$ cat src/hdl/ac_peak_period_phase_meter_defines.svh
// assertion macros used by the meter's top-level rtl file
`ifndef AC_PEAK_PERIOD_PHASE_METER_DEFINES_SVH
`define AC_PEAK_PERIOD_PHASE_METER_DEFINES_SVH

`ifndef ASSERT_OFF
`define ACPM_ASSERT(name, cond) \
  name: assert property (@(posedge clk_i) disable iff (!rst_ni) (cond)) \
    else $error("assertion failed");
`define ACPM_ASSERT_IMPL(name, ante, cons) \
  name: assert property (@(posedge clk_i) disable iff (!rst_ni) (ante) |-> (cons)) \
    else $error("assertion failed");
`define ACPM_ASSERT_NEXT(name, ante, cons) \
  name: assert property (@(posedge clk_i) disable iff (!rst_ni) (ante) |=> (cons)) \
    else $error("assertion failed");
`else
`define ACPM_ASSERT(name, cond)
`define ACPM_ASSERT_IMPL(name, ante, cons)
`define ACPM_ASSERT_NEXT(name, ante, cons)
`endif

`endif

$ cat src/hdl/acpm_pkg.sv
// types and constants of the ac peak, period and phase meter
package acpm_pkg;

  localparam int unsigned SAMPLE_BITS = 14;
  localparam int unsigned QUOT_BITS   = 14;
  localparam int unsigned MUL_B_BITS  = 16;
  localparam int unsigned PHASE_BITS  = 12;

  localparam logic [MUL_B_BITS-1:0] RMS_FACTOR = 16'd46341;
  localparam logic [MUL_B_BITS-1:0] FULL_TURN  = 16'd3600;

  localparam logic [QUOT_BITS-2:0] QUOT_FULL_TURN = 13'd3600;
  localparam logic [QUOT_BITS-2:0] QUOT_HALF_TURN = 13'd1800;
  localparam logic [QUOT_BITS-2:0] QUOT_WRAP_MAX  = 13'd5400;

  localparam logic signed [PHASE_BITS-1:0] PHASE_MAX = 12'sd1800;
  localparam logic signed [PHASE_BITS-1:0] PHASE_MIN = -12'sd1800;

  localparam logic [SAMPLE_BITS-1:0] CH1_THR_RESET = 14'd248;
  localparam logic [SAMPLE_BITS-1:0] CH2_THR_RESET = 14'd99;

  // register index, taken from paddr bit 2
  localparam logic REG_CH1_THR = 1'b0;
  localparam logic REG_CH2_THR = 1'b1;

  typedef enum logic [5:0] {
    ST_SYNC    = 6'b000001,
    ST_RISE1   = 6'b000010,
    ST_HUMP1   = 6'b000100,
    ST_VALLEY1 = 6'b001000,
    ST_RISE2   = 6'b010000,
    ST_HUMP2   = 6'b100000
  } stage_e;

  typedef enum logic [6:0] {
    AR_IDLE = 7'b0000001,
    AR_MULD = 7'b0000010,
    AR_INIT = 7'b0000100,
    AR_DIV  = 7'b0001000,
    AR_MUL1 = 7'b0010000,
    AR_MUL2 = 7'b0100000,
    AR_FIN  = 7'b1000000
  } arith_e;

  typedef struct packed {
    logic start;
    logic load;
  } arith_ctrl_t;

  typedef struct packed {
    logic busy;
    logic done;
  } arith_stat_t;

  typedef struct packed {
    logic [SAMPLE_BITS-1:0] peak_one;
    logic [SAMPLE_BITS-1:0] peak_two;
  } peaks_t;

endpackage

$ cat src/hdl/ac_peak_period_phase_meter.sv
// top level of the ac peak, period and phase meter
//
// input channel: one beat per sample tick with both 14-bit adc codes
// (in_valid_i / in_stall_o). output channel: one beat per completed
// measurement with period, peaks, rms values and phase (out_valid_o /
// out_stall_i). the user must write thresholds over the apb port only
// while idle; the block itself does not enforce this. an ordinary tick
// is taken while the sequencer is idle, so in_stall_o stays low. the
// tick that ends the channel two hump starts the arithmetic sequencer:
// one shared multiply for delay*3600, a setup state, 14
// compare/subtract steps for the phase quotient, two shared multiplies
// for the rms values and a result state, with in_stall_o high
// throughout. if the receiver stalls, the result stays in the output
// register and the sequencer holds; input stays stalled until the
// result moves. reset clears the sequence to waiting for both valleys,
// restores default thresholds and drops out_valid_o.
`include "ac_peak_period_phase_meter_defines.svh"

module ac_peak_period_phase_meter #(
  parameter int unsigned COUNT_WIDTH = 24
) (
  input  logic                                   clk_i,
  input  logic                                   rst_ni,
  input  logic                                   psel,
  input  logic                                   penable,
  input  logic                                   pwrite,
  input  logic [2:0]                             paddr,
  input  logic [31:0]                            pwdata,
  output logic [31:0]                            prdata,
  output logic                                   pready,
  input  logic                                   in_valid_i,
  output logic                                   in_stall_o,
  input  logic [acpm_pkg::SAMPLE_BITS-1:0]       ch1_sample_i,
  input  logic [acpm_pkg::SAMPLE_BITS-1:0]       ch2_sample_i,
  output logic                                   out_valid_o,
  input  logic                                   out_stall_i,
  output logic [COUNT_WIDTH:0]                   period_ticks_o,
  output logic [acpm_pkg::SAMPLE_BITS-1:0]       ch1_peak_o,
  output logic [acpm_pkg::SAMPLE_BITS-1:0]       ch2_peak_o,
  output logic [acpm_pkg::SAMPLE_BITS-1:0]       ch1_rms_o,
  output logic [acpm_pkg::SAMPLE_BITS-1:0]       ch2_rms_o,
  output logic signed [acpm_pkg::PHASE_BITS-1:0] phase_tenths_o,
  output logic                                   phase_out_of_range_o
);

  logic [acpm_pkg::SAMPLE_BITS-1:0] ch1_thr_q, ch2_thr_q;
  logic cfg_wr, in_accept;
  logic arith_start, arith_load;
  acpm_pkg::arith_ctrl_t ctrl;
  acpm_pkg::arith_stat_t stat;
  acpm_pkg::peaks_t peaks;
  logic [COUNT_WIDTH-1:0] valley, delay;
  logic [acpm_pkg::SAMPLE_BITS-1:0] rms1, rms2;
  logic signed [acpm_pkg::PHASE_BITS-1:0] phase;
  logic flag;
  logic out_valid_q;
  logic [COUNT_WIDTH:0] period_q;
  acpm_pkg::peaks_t peaks_q;
  logic [acpm_pkg::SAMPLE_BITS-1:0] rms1_q, rms2_q;
  logic signed [acpm_pkg::PHASE_BITS-1:0] phase_q;
  logic flag_q;

  // config registers
  assign pready = 1'b1;
  assign cfg_wr = psel && penable && pwrite && pready;

  always_ff @(posedge clk_i or negedge rst_ni) begin
    if (!rst_ni) begin
      ch1_thr_q <= acpm_pkg::CH1_THR_RESET;
      ch2_thr_q <= acpm_pkg::CH2_THR_RESET;
    end else if (cfg_wr) begin
      if (paddr[2] == acpm_pkg::REG_CH1_THR) begin
        ch1_thr_q <= pwdata[acpm_pkg::SAMPLE_BITS-1:0];
      end else begin
        ch2_thr_q <= pwdata[acpm_pkg::SAMPLE_BITS-1:0];
      end
    end
  end

  assign prdata = (paddr[2] == acpm_pkg::REG_CH1_THR) ? 32'(ch1_thr_q) : 32'(ch2_thr_q);

  assign in_stall_o = stat.busy;
  assign in_accept  = in_valid_i && !in_stall_o;

  acpm_track #(
    .COUNT_WIDTH(COUNT_WIDTH)
  ) u_track (
    .clk_i       (clk_i),
    .rst_ni      (rst_ni),
    .accept_i    (in_accept),
    .ch1_sample_i(ch1_sample_i),
    .ch2_sample_i(ch2_sample_i),
    .ch1_thr_i   (ch1_thr_q),
    .ch2_thr_i   (ch2_thr_q),
    .start_o     (arith_start),
    .peaks_o     (peaks),
    .valley_o    (valley),
    .delay_o     (delay)
  );

  assign arith_load = stat.done && (!out_valid_q || !out_stall_i);
  assign ctrl       = '{start: arith_start, load: arith_load};

  acpm_arith #(
    .COUNT_WIDTH(COUNT_WIDTH)
  ) u_arith (
    .clk_i    (clk_i),
    .rst_ni   (rst_ni),
    .ctrl_i   (ctrl),
    .stat_o   (stat),
    .peaks_i  (peaks),
    .valley_i (valley),
    .delay_i  (delay),
    .ch1_rms_o(rms1),
    .ch2_rms_o(rms2),
    .phase_o  (phase),
    .flag_o   (flag)
  );

  // output register
  always_ff @(posedge clk_i or negedge rst_ni) begin
    if (!rst_ni) begin
      out_valid_q <= 1'b0;
    end else if (arith_load) begin
      out_valid_q <= 1'b1;
    end else if (!out_stall_i) begin
      out_valid_q <= 1'b0;
    end
  end

  always_ff @(posedge clk_i) begin
    if (arith_load) begin
      period_q <= {valley, 1'b0};
      peaks_q  <= peaks;
      rms1_q   <= rms1;
      rms2_q   <= rms2;
      phase_q  <= phase;
      flag_q   <= flag;
    end
  end

  assign out_valid_o          = out_valid_q;
  assign period_ticks_o       = period_q;
  assign ch1_peak_o           = peaks_q.peak_one;
  assign ch2_peak_o           = peaks_q.peak_two;
  assign ch1_rms_o            = rms1_q;
  assign ch2_rms_o            = rms2_q;
  assign phase_tenths_o       = phase_q;
  assign phase_out_of_range_o = flag_q;

  `ACPM_ASSERT_IMPL(a_phase_range, out_valid_o,
    phase_tenths_o <= acpm_pkg::PHASE_MAX && phase_tenths_o >= acpm_pkg::PHASE_MIN)
  `ACPM_ASSERT_IMPL(a_flag_clamps, out_valid_o && phase_out_of_range_o,
    phase_tenths_o == acpm_pkg::PHASE_MAX)
  `ACPM_ASSERT_IMPL(a_rms_below_peak, out_valid_o,
    ch1_rms_o <= ch1_peak_o && ch2_rms_o <= ch2_peak_o)
  `ACPM_ASSERT_NEXT(a_start_stalls, arith_start, in_stall_o)
  `ACPM_ASSERT_IMPL(a_period_even, out_valid_o, !period_ticks_o[0] && period_ticks_o != '0)

endmodule

$ cat src/hdl/acpm_track.sv
// per-tick sequence tracker: stage, peaks, valley and delay counters
module acpm_track #(
  parameter int unsigned COUNT_WIDTH = 24
) (
  input  logic                                clk_i,
  input  logic                                rst_ni,
  input  logic                                accept_i,
  input  logic [acpm_pkg::SAMPLE_BITS-1:0]    ch1_sample_i,
  input  logic [acpm_pkg::SAMPLE_BITS-1:0]    ch2_sample_i,
  input  logic [acpm_pkg::SAMPLE_BITS-1:0]    ch1_thr_i,
  input  logic [acpm_pkg::SAMPLE_BITS-1:0]    ch2_thr_i,
  output logic                                start_o,
  output acpm_pkg::peaks_t                    peaks_o,
  output logic [COUNT_WIDTH-1:0]              valley_o,
  output logic [COUNT_WIDTH-1:0]              delay_o
);

  localparam logic [COUNT_WIDTH-1:0] CountMax = '1;

  acpm_pkg::stage_e stage_q, stage_d;
  acpm_pkg::peaks_t peaks_q, peaks_d;
  logic [COUNT_WIDTH-1:0] valley_q, valley_d;
  logic [COUNT_WIDTH-1:0] delay_q, delay_d;
  logic up1, up2;

  assign up1 = ch1_sample_i > ch1_thr_i;
  assign up2 = ch2_sample_i > ch2_thr_i;

  always_comb begin
    stage_d  = stage_q;
    peaks_d  = peaks_q;
    valley_d = valley_q;
    delay_d  = delay_q;
    start_o  = 1'b0;
    if (accept_i) begin
      unique case (stage_q)
        acpm_pkg::ST_RISE1: begin
          if (up1) begin
            peaks_d.peak_one = ch1_sample_i;
            stage_d          = acpm_pkg::ST_HUMP1;
          end
        end
        acpm_pkg::ST_HUMP1: begin
          if (up1) begin
            if (ch1_sample_i > peaks_q.peak_one) begin
              peaks_d.peak_one = ch1_sample_i;
            end
          end else begin
            valley_d = COUNT_WIDTH'(1);
            stage_d  = acpm_pkg::ST_VALLEY1;
          end
        end
        acpm_pkg::ST_VALLEY1: begin
          if (!up1) begin
            valley_d = (valley_q == CountMax) ? valley_q : valley_q + 1'b1;
          end else begin
            delay_d = '0;
            if (up2) begin
              peaks_d.peak_two = ch2_sample_i;
              stage_d          = acpm_pkg::ST_HUMP2;
            end else begin
              stage_d = acpm_pkg::ST_RISE2;
            end
          end
        end
        acpm_pkg::ST_RISE2: begin
          delay_d = (delay_q == CountMax) ? delay_q : delay_q + 1'b1;
          if (up2) begin
            peaks_d.peak_two = ch2_sample_i;
            stage_d          = acpm_pkg::ST_HUMP2;
          end
        end
        acpm_pkg::ST_HUMP2: begin
          if (up2) begin
            if (ch2_sample_i > peaks_q.peak_two) begin
              peaks_d.peak_two = ch2_sample_i;
            end
          end else begin
            start_o = 1'b1;
            stage_d = acpm_pkg::ST_SYNC;
          end
        end
        default: begin
          if (!up1 && !up2) begin
            peaks_d = '0;
            stage_d = acpm_pkg::ST_RISE1;
          end else begin
            stage_d = acpm_pkg::ST_SYNC;
          end
        end
      endcase
    end
  end

  always_ff @(posedge clk_i or negedge rst_ni) begin
    if (!rst_ni) begin
      stage_q  <= acpm_pkg::ST_SYNC;
      peaks_q  <= '0;
      valley_q <= '0;
      delay_q  <= '0;
    end else begin
      stage_q  <= stage_d;
      peaks_q  <= peaks_d;
      valley_q <= valley_d;
      delay_q  <= delay_d;
    end
  end

  assign peaks_o  = peaks_q;
  assign valley_o = valley_q;
  assign delay_o  = delay_q;

endmodule

$ cat src/hdl/acpm_arith.sv
// shared multiplier and compare/subtract unit for phase and rms
module acpm_arith #(
  parameter int unsigned COUNT_WIDTH = 24
) (
  input  logic                                  clk_i,
  input  logic                                  rst_ni,
  input  acpm_pkg::arith_ctrl_t                 ctrl_i,
  output acpm_pkg::arith_stat_t                 stat_o,
  input  acpm_pkg::peaks_t                      peaks_i,
  input  logic [COUNT_WIDTH-1:0]                valley_i,
  input  logic [COUNT_WIDTH-1:0]                delay_i,
  output logic [acpm_pkg::SAMPLE_BITS-1:0]      ch1_rms_o,
  output logic [acpm_pkg::SAMPLE_BITS-1:0]      ch2_rms_o,
  output logic signed [acpm_pkg::PHASE_BITS-1:0] phase_o,
  output logic                                  flag_o
);

  localparam int unsigned PW = COUNT_WIDTH + acpm_pkg::MUL_B_BITS;
  localparam int unsigned RW = COUNT_WIDTH + acpm_pkg::QUOT_BITS;
  localparam int unsigned CW = $clog2(acpm_pkg::QUOT_BITS);
  localparam int unsigned RMS_LSB = acpm_pkg::MUL_B_BITS;
  localparam int unsigned RMS_MSB = RMS_LSB + acpm_pkg::SAMPLE_BITS - 1;
  localparam int unsigned NUM_MSB = COUNT_WIDTH + 11;

  acpm_pkg::arith_e state_q, state_d;
  logic [PW-1:0] prod_q;
  logic [RW-1:0] rem_q, dsh_q;
  logic [acpm_pkg::QUOT_BITS-1:0] quot_q;
  logic [CW-1:0] cnt_q;
  logic [acpm_pkg::SAMPLE_BITS-1:0] rms1_q;
  logic [COUNT_WIDTH-1:0] mul_a;
  logic [acpm_pkg::MUL_B_BITS-1:0] mul_b;
  logic [PW-1:0] mul_p;
  logic [RW:0] diff;
  logic ge;
  logic [acpm_pkg::QUOT_BITS-2:0] q;
  logic [acpm_pkg::QUOT_BITS-2:0] q_wrap;

  // shared multiplier operand select
  always_comb begin
    unique case (state_q)
      acpm_pkg::AR_MUL1: begin
        mul_a = COUNT_WIDTH'(peaks_i.peak_one);
        mul_b = acpm_pkg::RMS_FACTOR;
      end
      acpm_pkg::AR_MUL2: begin
        mul_a = COUNT_WIDTH'(peaks_i.peak_two);
        mul_b = acpm_pkg::RMS_FACTOR;
      end
      default: begin
        mul_a = delay_i;
        mul_b = acpm_pkg::FULL_TURN;
      end
    endcase
  end

  assign mul_p = PW'(mul_a) * PW'(mul_b);

  // shared compare/subtract, one quotient bit a step
  assign diff = {1'b0, rem_q} - {1'b0, dsh_q};
  assign ge   = !diff[RW];

  always_comb begin
    state_d = state_q;
    unique case (state_q)
      acpm_pkg::AR_IDLE: if (ctrl_i.start) state_d = acpm_pkg::AR_MULD;
      acpm_pkg::AR_MULD: state_d = acpm_pkg::AR_INIT;
      acpm_pkg::AR_INIT: state_d = acpm_pkg::AR_DIV;
      acpm_pkg::AR_DIV:  if (cnt_q == '0) state_d = acpm_pkg::AR_MUL1;
      acpm_pkg::AR_MUL1: state_d = acpm_pkg::AR_MUL2;
      acpm_pkg::AR_MUL2: state_d = acpm_pkg::AR_FIN;
      acpm_pkg::AR_FIN:  if (ctrl_i.load) state_d = acpm_pkg::AR_IDLE;
      default:           state_d = acpm_pkg::AR_IDLE;
    endcase
  end

  always_ff @(posedge clk_i or negedge rst_ni) begin
    if (!rst_ni) begin
      state_q <= acpm_pkg::AR_IDLE;
      cnt_q   <= '0;
    end else begin
      state_q <= state_d;
      if (state_q == acpm_pkg::AR_INIT) begin
        cnt_q <= CW'(acpm_pkg::QUOT_BITS - 1);
      end else if (state_q == acpm_pkg::AR_DIV) begin
        cnt_q <= cnt_q - 1'b1;
      end
    end
  end

  always_ff @(posedge clk_i) begin
    if (state_q == acpm_pkg::AR_MULD || state_q == acpm_pkg::AR_MUL1 ||
        state_q == acpm_pkg::AR_MUL2) begin
      prod_q <= mul_p;
    end
    if (state_q == acpm_pkg::AR_INIT) begin
      // numerator delay*3600 + period/2, divisor period aligned to the top quotient bit
      rem_q  <= RW'(prod_q[NUM_MSB:0]) + RW'(valley_i);
      dsh_q  <= {valley_i, 1'b0, {(acpm_pkg::QUOT_BITS - 1){1'b0}}};
      quot_q <= '0;
    end else if (state_q == acpm_pkg::AR_DIV) begin
      if (ge) begin
        rem_q <= diff[RW-1:0];
      end
      dsh_q  <= dsh_q >> 1;
      quot_q <= {quot_q[acpm_pkg::QUOT_BITS-2:0], ge};
    end
    if (state_q == acpm_pkg::AR_MUL2) begin
      rms1_q <= prod_q[RMS_MSB:RMS_LSB];
    end
  end

  assign q      = quot_q[acpm_pkg::QUOT_BITS-2:0];
  assign q_wrap = q - acpm_pkg::QUOT_FULL_TURN;

  always_comb begin
    flag_o = 1'b0;
    if (quot_q[acpm_pkg::QUOT_BITS-1] || q > acpm_pkg::QUOT_WRAP_MAX) begin
      phase_o = acpm_pkg::PHASE_MAX;
      flag_o  = 1'b1;
    end else if (q > acpm_pkg::QUOT_HALF_TURN) begin
      phase_o = q_wrap[acpm_pkg::PHASE_BITS-1:0];
    end else begin
      phase_o = q[acpm_pkg::PHASE_BITS-1:0];
    end
  end

  assign ch1_rms_o = rms1_q;
  assign ch2_rms_o = prod_q[RMS_MSB:RMS_LSB];
  assign stat_o    = '{busy: (state_q != acpm_pkg::AR_IDLE),
                       done: (state_q == acpm_pkg::AR_FIN)};

endmodule
$ cat config.mk
export PLATFORM = sky130hd
export DESIGN_NAME = ac_peak_period_phase_meter
export DESIGN_NICKNAME = d
export VERILOG_FILES = /design/src/hdl/acpm_pkg.sv /design/src/hdl/ac_peak_period_phase_meter.sv /design/src/hdl/acpm_track.sv /design/src/hdl/acpm_arith.sv
export VERILOG_INCLUDE_DIRS = /design/src /design/src/hdl
export SDC_FILE = /design/constraint.sdc
export NUM_CORES = 1
export LEC_CHECK = 0
export ABC_AREA = 1
export BUFFER_PORTS_ARGS = -buffer_cell sky130_fd_sc_hd__buf_2
export CAP_MARGIN = 30
export CORE_MARGIN = 5
export CORE_UTILIZATION = 40
export DETAILED_ROUTE_END_ITERATION = 8
export PLACE_DENSITY_LB_ADDON = 0.12
export SYNTH_ARGS = -nofsm -noshare
export SYNTH_HDL_FRONTEND = slang
export SYNTH_SLANG_ARGS = --single-unit
$ cat constraint.sdc
create_clock -name clk_i -period 18.5 [get_ports clk_i]
set_input_delay 3.7 -clock clk_i [delete_from_list [all_inputs] [get_ports clk_i]]
set_output_delay 3.7 -clock clk_i [all_outputs]
set_load 0.1 [all_outputs]
# Yosys cells after proc, flatten, opt, wreduce, memory -nomap -nowiden
# Cells that the tools add are included.
[classes]
add_sub_neg = 6
multipliers = 1
order_cmp = 6
n_eq_ne = 32
n_mux = 46
bitwise_logic = 3
n_reduce_logical = 33
[ops]
columns = ["operator", "n"]
rows = [
  ["$mux W38", 5],
  ["$pmux W24 S2", 3],
  ["$mux W24", 5],
  ["$mux W14", 8],
  ["$gt A14 B14 Y1", 4],
  ["$pmux W14 S4", 1],
  ["$pmux W7 S7", 1],
  ["$add A24 B1 Y24 const B", 2],
  ["$eq A24 B24 Y1 const B", 2],
  ["$pmux W14 S3", 1],
  ["$sub A38 B38 Y39", 1],
  ["$add A36 B24 Y37", 1],
  ["$mul A24 B16 Y36", 1],
  ["$mux W6", 6],
  ["$pmux W6 S5", 1],
  ["$mux W28", 1],
  ["$mux W7", 3],
  ["$ne A2 B1 Y1 const B", 9],
  ["$reduce_and A6 Y1", 3],
  ["$mux W16", 1],
  ["$ne A2 B2 Y1 const B", 8],
  ["$gt A13 B11 Y1 const B", 1],
  ["$gt A13 B13 Y1 const B", 1],
  ["$mux W12", 1],
  ["other kinds (32)", 57],
]
[totals]
reg_bits = 355
inputBits = 70
out_inout_bits = 129
word_cells = 150

# Depth between registers and ports, before layout
# Gate-level depths: netlist of run 1.
[depth]
depth_word = 6
depth_mapped = 33
depth_no_buf = 32

# Modules after synthesis
# A second synthesis of run 1 with hierarchy kept.
[hier_totals]
hier_cells = 3823
hier_area_um2 = 29530.8
[by_module_without_submodules]
columns = ["mod", "n_inst", "cells_each", "area_per_inst_um2", "seq_area_each_um2"]
rows = [
  ["acpm_arith", 1, 2590, 18604.1, 4200.3],
  ["acpm_track", 1, 941, 6585.1, 2053.2],
  ["ac_peak_period_phase_meter", 1, 292, 4341.7, 3529.6],
]

# Worst setup path after synthesis of run 1
# No wires, ideal clock.
[synth_timing]
kind = "input port to output port"
start = "input paddr[2]"
end = "output prdata[10]"
t_arrival_ns = 6.183
required_time_ns = 14.800
slack_ns = 8.617
stages = 3
n_path_buf = 2
path_cell_list = "clkbuf_1 > clkbuf_1 > o21ai_0"
[synth_via]
elab_chain_cells = 1
[synth_rtl]
columns = ["item", "line_no", "rtl"]
rows = [
  ["start: declaration", "ac_peak_period_phase_meter.sv:27", "input logic [2:0] paddr,"],
  ["$mux W14", "ac_peak_period_phase_meter.sv:80", "assign prdata = (paddr[2] == acpm_pkg::REG_CH1_THR) ? 32'(ch1_thr_q) : 32'(ch2_thr_q);"],
  ["end: declaration", "ac_peak_period_phase_meter.sv:29", "output logic [31:0] prdata,"],
]
# Every way passes these cells.

# Final worst setup path of run 1
[layout_timing]
start = "input paddr[2]"
end = "output prdata[5]"
# The elaborated chain is that of the path after synthesis.

==> results of run 1 <==
-- through the flow --
stage	utilization [%]	setup WS [ns]	std cells	hold slack [ns]	instance area, um2
finish	45.3	10.02	4769	0.399	31800
global route	45.3	9.96	4769	0.410	31800
CTS	45.3	10.03	4769	0.398	31800
detailed placement	43.3	10.03	4689	0.405	30400
global placement	43.2	10.04	4687	0.402	30400
floorplan	-	8.62	3648	0.400	28700
-- routing by layer --
layer | routed length (um) | share of wire, % | track usage, % | vias to the layer above
met2 | 39000 | 48 | 36.4 | 343
met5 | 10 | 0.012 | 0 | -
met3 | 2890 | 3.6 | 2.25 | 91
li1 | - | - | - | 11800
met1 | 37100 | 46 | 28.4 | 11100
met4 | 1530 | 1.9 | 4.23 | 2
-- layout make-up --
cell class | count | area, um2
clock buffers | 56 | 1170
flip-flops and latches | 355 | 9780
well taps | 940 | 1180
inverters | 689 | 2590
multi-input cells | 2527 | 15900
repair buffers | 178 | 972
fillers | 7216 | 38400
clock inverters | 24 | 236
-- logic make-up after synthesis --
logic type      Yosys count  synth area share [%]
simple gates           1526                  22.6
flops                   355                  34.5
compound gates          429                  8.36
fa+ha+maj               398                  21.3
mux                       1                0.0353
xor+xnor                 84                  2.59
other cells               2                0.0265
buf+inv                 766                  10.7
-- path summary, 6_finish.rpt --
path                                            startpoint                                to  slack [ns]  cells after the start
max in group asynchronous                           rst_ni  u_track.valley_o[10]$_DFFE_PN0P_       14.10                      2
max reg2reg                 u_arith.state_q[1]$_DFFE_PN0P_      u_arith.prod_q[33]$_DFFE_PP_       10.79                     29
max                                               paddr[2]                         prdata[5]       10.02                      4
min reg2reg                u_arith.ch1_rms_o[12]$_DFFE_PN_           ch1_rms_o[12]$_DFFE_PP_        0.40                      0
min                        u_arith.ch1_rms_o[12]$_DFFE_PN_           ch1_rms_o[12]$_DFFE_PP_        0.40                      0
min in group asynchronous                           rst_ni         ch2_thr_q[10]$_DFFE_PN0P_        3.13                      1
-- worst register-to-register path: cells and delay by family (launching register included) --
family	cells	cell delay, ns
AOI/OAI and AO/OA	1	0.57
xor gates and xnor gates	1	0.21
adders and majority gates	7	3.26
buffers and inverters	9	1.11
DFF	1	0.41
and+or+nand+nor	11	1.96
-- state kept, by name, summed over array words and instances, names as in the netlist, 24 cells and up --
name              cells
u_track.valley_o     24
u_arith.rem_q        38
u_arith.dsh_q        38
u_track.peaks_o      28
u_arith.prod_q       36
period_ticks_o       24
u_track.delay_o      24
-- synth_stat cells (15+ instances only) --
master	instances	area (um2)
dfxtp_1	28	561
nand4_1	42	263
ha_1	257	3220
o21bai_1	15	113
nand3_1	177	886
buf_4	24	180
nor2_1	315	1180
inv_1	673	2530
inv_2	15	56.3
o21ai_0	153	766
dfrtp_1	111	2780
nor3_1	45	225
xor2_1	71	622
clkbuf_1	32	120
nand2_1	869	3260
nand3b_1	23	173
edfxtp_1	205	6160
a21oi_1	153	766
fa_1	141	2820
o22ai_1	55	344
==> out/metrics.cfg, run 1 <==
[critical_path]
crit_slowest_cell = buf_2
slowest_delay_ns = 0.48
start_kind = input pin
crit_fanout = 29
critPathTopFamily = buffers and inverters
critical_path_buf_inv_count = 2
critPathKind = input pin to output pin
end_kind = output pin
path_common_cell = buf_2
cp_cell_sequence = buf_2 > nand2_1 > o21ai_0 > buf_2
cp.required_ns = 14.80
crit_arrival_ns = 4.78

[grt]
antenna_found_initial = 1
grt_max_degree = 67
overflow = 0
first_global_vias = 23100
grt_use_total_pct = 20.9
grt_pass1_wl_um = 129000

[yosys]
synthesis.area_um2 = 28400
yosysUniqueCellTypes = 53
syn_inst = 3561
yosysWarnings = 0
synth_edf_count = 205
ys_ff_latch = 355
synthFlopType = edfxtp_1
yosysSeqAreaShare_pct = 34.5
synthArstFlopShare_pct = 34.4
synth_area_per_cell_um2 = 7.97

[finish]
finalNetCount = 4262
final_common_cell = nand2_1
layout_common_cells = nand2_1, inv_1, nor2_1
n_antenna_cell = 0
drive_gt1_share_pct = 8.44
syn_to_final_growth_pct = 12.1

[placement]
dpl.hpwl_um = 64700
routabilityCongestion = 0.904
portBuffers = 158

[clocking]
clock-root-buffer = clkbuf_16
cts_resized = 0
h-tree-depth = 2
cts_tree = built
post_cts_buffers = 0
clock_latency_ns = 0.60
cts_buffer_depth = 3
clk_pin_slew_ns = 0.06
cts_made_buffers = 43
hold_buffers = 0
clock_sinks = 355

[sta]
fin_skew_ns = 0.0313
setup_tns_ns = 0
min_period_ns = 8.48
hold_violations = 0
worst_pin_slew_ns = 0.933
setup_violations = 0
drv_slew = 0
fmax_mhz = 118
fin_crit_sh_pct = 45.8
max_slew_margin_pct = 37.8
rsz0062_at_grt = false

[floorplanning]
row_count = 97
io_pins = 199
initial_utilization_pct = 40.4
dieHeight_um = 276
fp.dieW_um = 276
fp.dieArea_um2 = 76400
core_um2 = 70300

[drt]
drtAntennaViolNets = 0
wl_per_cell_um = 16.9
routed_wl_um = 80500
firstDrtPassIters = 5
viasPerCell = 4.89
drt_iter0_drc = 1531
drc = 0
via_count = 23300

[status]
run_status = finished clean

[hold_path]
min_path_type = flop to flop

[flow_run]
drv_cap = 0

Power of run 1 is not shown: default switching activity piles up to over one toggle a cycle in this logic, so the estimate is an artifact.
==> run 2, diff against run 1 <==
==> constraint.sdc (replaced) <==
create_clock -name clk_i -period 8.5 [get_ports clk_i]
set_input_delay 1.7 -clock clk_i [delete_from_list [all_inputs] [get_ports clk_i]]
set_output_delay 1.7 -clock clk_i [all_outputs]
set_load 0.1 [all_outputs]
==> run 2 against run 1 <==
Effect of this change:
- via count decreased by 0.40%
- clock-buffer cell count decreased by 6
- non-clock buffer count increased by 5
- final cell count increased by 0.13%
- largest cell class unchanged
- register-to-register slack got worse by 9.3 ns
- global-route usage about the same
- sequential cell count unchanged
==> out/metrics.cfg, run 2 (synthesized netlist as in run 1, its figures left out) <==
[critical_path]
slowest_delay_ns = 0.59  ; +0.11 ns
start_kind = flop
critical_path_buf_inv_count = 9  ; +7
critPathLaunch = u_arith.state_q[0]$_DFFE_PN1P_
critPathTopFamily = adder cells
critPathKind = flop to flop
crit_slowest_cell = o21ai_0
cp.required_ns = 8.90  ; -5.90 ns
crit_arrival_ns = 7.43  ; +2.65 ns
end_kind = flop
path_common_cell = inv_1
crit_fanout = 37  ; +28%
worstReg2RegStart = u_arith.state_q[0]$_DFFE_PN1P_

[floorplanning]
io_pins = 199  ; unchanged
dieHeight_um = 276  ; unchanged
fp.dieArea_um2 = 76400  ; unchanged
row_count = 97  ; unchanged
fp.dieW_um = 276  ; unchanged
initial_utilization_pct = 40.4  ; unchanged
core_um2 = 70300  ; unchanged

[sta]
fmax_mhz = 142
worst_pin_slew_ns = 0.905  ; -0.0279 ns
setup_tns_ns = 0  ; unchanged
fin_skew_ns = 0.0434  ; +0.0121 ns
drv_slew = 0  ; unchanged
setup_violations = 0  ; unchanged
min_period_ns = 7.03
rsz0062_at_grt = false
max_slew_margin_pct = 39.7  ; +1.9 points
hold_violations = 0  ; unchanged
fin_crit_sh_pct = 82.7

[placement]
dpl.hpwl_um = 64900  ; +0.31%
placed_cell_area_um2 = 30500  ; +0.12%
portBuffers = 158  ; unchanged
routabilityCongestion = 0.894  ; -1.1%

[grt]
antenna_found_initial = 1  ; unchanged
first_global_vias = 23200  ; +0.56%
grt_pass1_wl_um = 129000  ; about the same
overflow = 0  ; unchanged
grt_use_total_pct = 20.9  ; +0.024 points
grt_max_degree = 66  ; -1.5%

[finish]
reg_top3 = u_arith.dsh_q (38), u_arith.rem_q (38), u_arith.prod_q (36)
seqCellArea_um2 = 9780  ; unchanged
finalNetCount = 4269  ; +0.16%
layout_common_cells = nand2_1, inv_1, nor2_1
fin_area_um2 = 31900  ; +0.28%
multiInputGateArea_um2 = 15900  ; unchanged
drive_gt1_share_pct = 8.61  ; +0.17 points
syn_to_final_growth_pct = 12.5
fill_cells = 7167  ; -0.68%
final_common_cell = nand2_1
utilization_pct = 45.4  ; +0.13 points

[flow_run]
drv_cap = 0  ; unchanged

[clocking]
clock-root-buffer = clkbuf_16
cts_buffer_depth = 3  ; unchanged
cts_resized = 0  ; unchanged
hold_buffers = 0  ; unchanged
clock_latency_ns = 0.60  ; about the same
cts_made_buffers = 45  ; +4.7%
h-tree-depth = 2  ; unchanged
cts_tree = built
clk_pin_slew_ns = 0.06  ; about the same
post_cts_buffers = 0  ; unchanged
clock_sinks = 355  ; unchanged

[drt]
drc = 0  ; unchanged
drt_iter0_drc = 1543  ; +0.78%
firstDrtPassIters = 5  ; unchanged
viasPerCell = 4.87  ; -0.53%
drtAntennaViolNets = 0  ; unchanged
wl_per_cell_um = 16.9  ; +0.11%
via_count = 23200  ; -0.40%
routed_wl_um = 80700  ; +0.23%

[status]
run_status = finished clean

[hold_path]
min_path_type = flop to flop
hold_start = u_arith.ch1_rms_o[0]$_DFFE_PN_

-- run 2: cell types whose count changed in the layout (fill, tap and decap cells not counted), sizes merged --
cell,before,now
clkbuf,56,50
buf,178,183
clkinv,16,21
clkinvlp,3,6
inv,693,690
bufinv,1,2
diode,0,1
-- run 2: layer usage --
metal / routed length (um) / GRT usage, % / vias up
li1: - / - / 11800
met1: 36600 / 28.3 / 10900
met2: 38700 / 36.2 / 473
met3: 3680 / 2.62 / 101
met4: 1720 / 4.58 / 0
met5: 0 / 0 / -
-- run 2: worst reg2reg max path: cells and delay by family (launching register included) --
kind / cells / cell delay (ns)
flip-flops: 1 / 0.53
buffers and inverters: 9 / 0.88
XOR/XNOR: 1 / 0.19
AND/OR/NAND/NOR: 11 / 1.39
adder cells (fa/ha/maj): 7 / 3.24
AO/OA/AOI/OAI: 1 / 0.59
-- run 2: worst paths after layout --
kind / to / slack [ns] / depth (start not counted)
min in group asynchronous: ch1_thr_q[10]$_DFFE_PN0P_ / 1.12 / 1
min reg2reg: ch1_rms_o[0]$_DFFE_PP_ / 0.38 / 0
max reg2reg: u_arith.prod_q[33]$_DFFE_PP_ / 1.47 / 29
min: ch1_rms_o[0]$_DFFE_PP_ / 0.38 / 0
max in group asynchronous: u_track.valley_o[15]$_DFFE_PN0P_ / 6.08 / 2
max: u_arith.prod_q[33]$_DFFE_PP_ / 1.47 / 29
-- run 2: area by class of cell --
cell class / instances / area share [%]
repair buffers: 183 / 3.16
flip-flops and latches: 355 / 30.6
inverters: 689 / 8.10
clock buffers: 50 / 3.65
diodes: 1 / 0.00784
multi-input cells: 2527 / 49.8
clock inverters: 30 / 0.929
well taps: 940 / 3.68
-- run 2: metrics by stage --
step	setup WS, ns	hold WS [ns]	cells
floorplan	1.71	0.400	3648
CTS	1.52	0.384	4774
global route	0.989	0.409	4774
finish	1.47	0.382	4775
global placement	1.65	0.400	4692
detailed placement	1.59	0.405	4694
Power of run 2 is left out for the same reason.
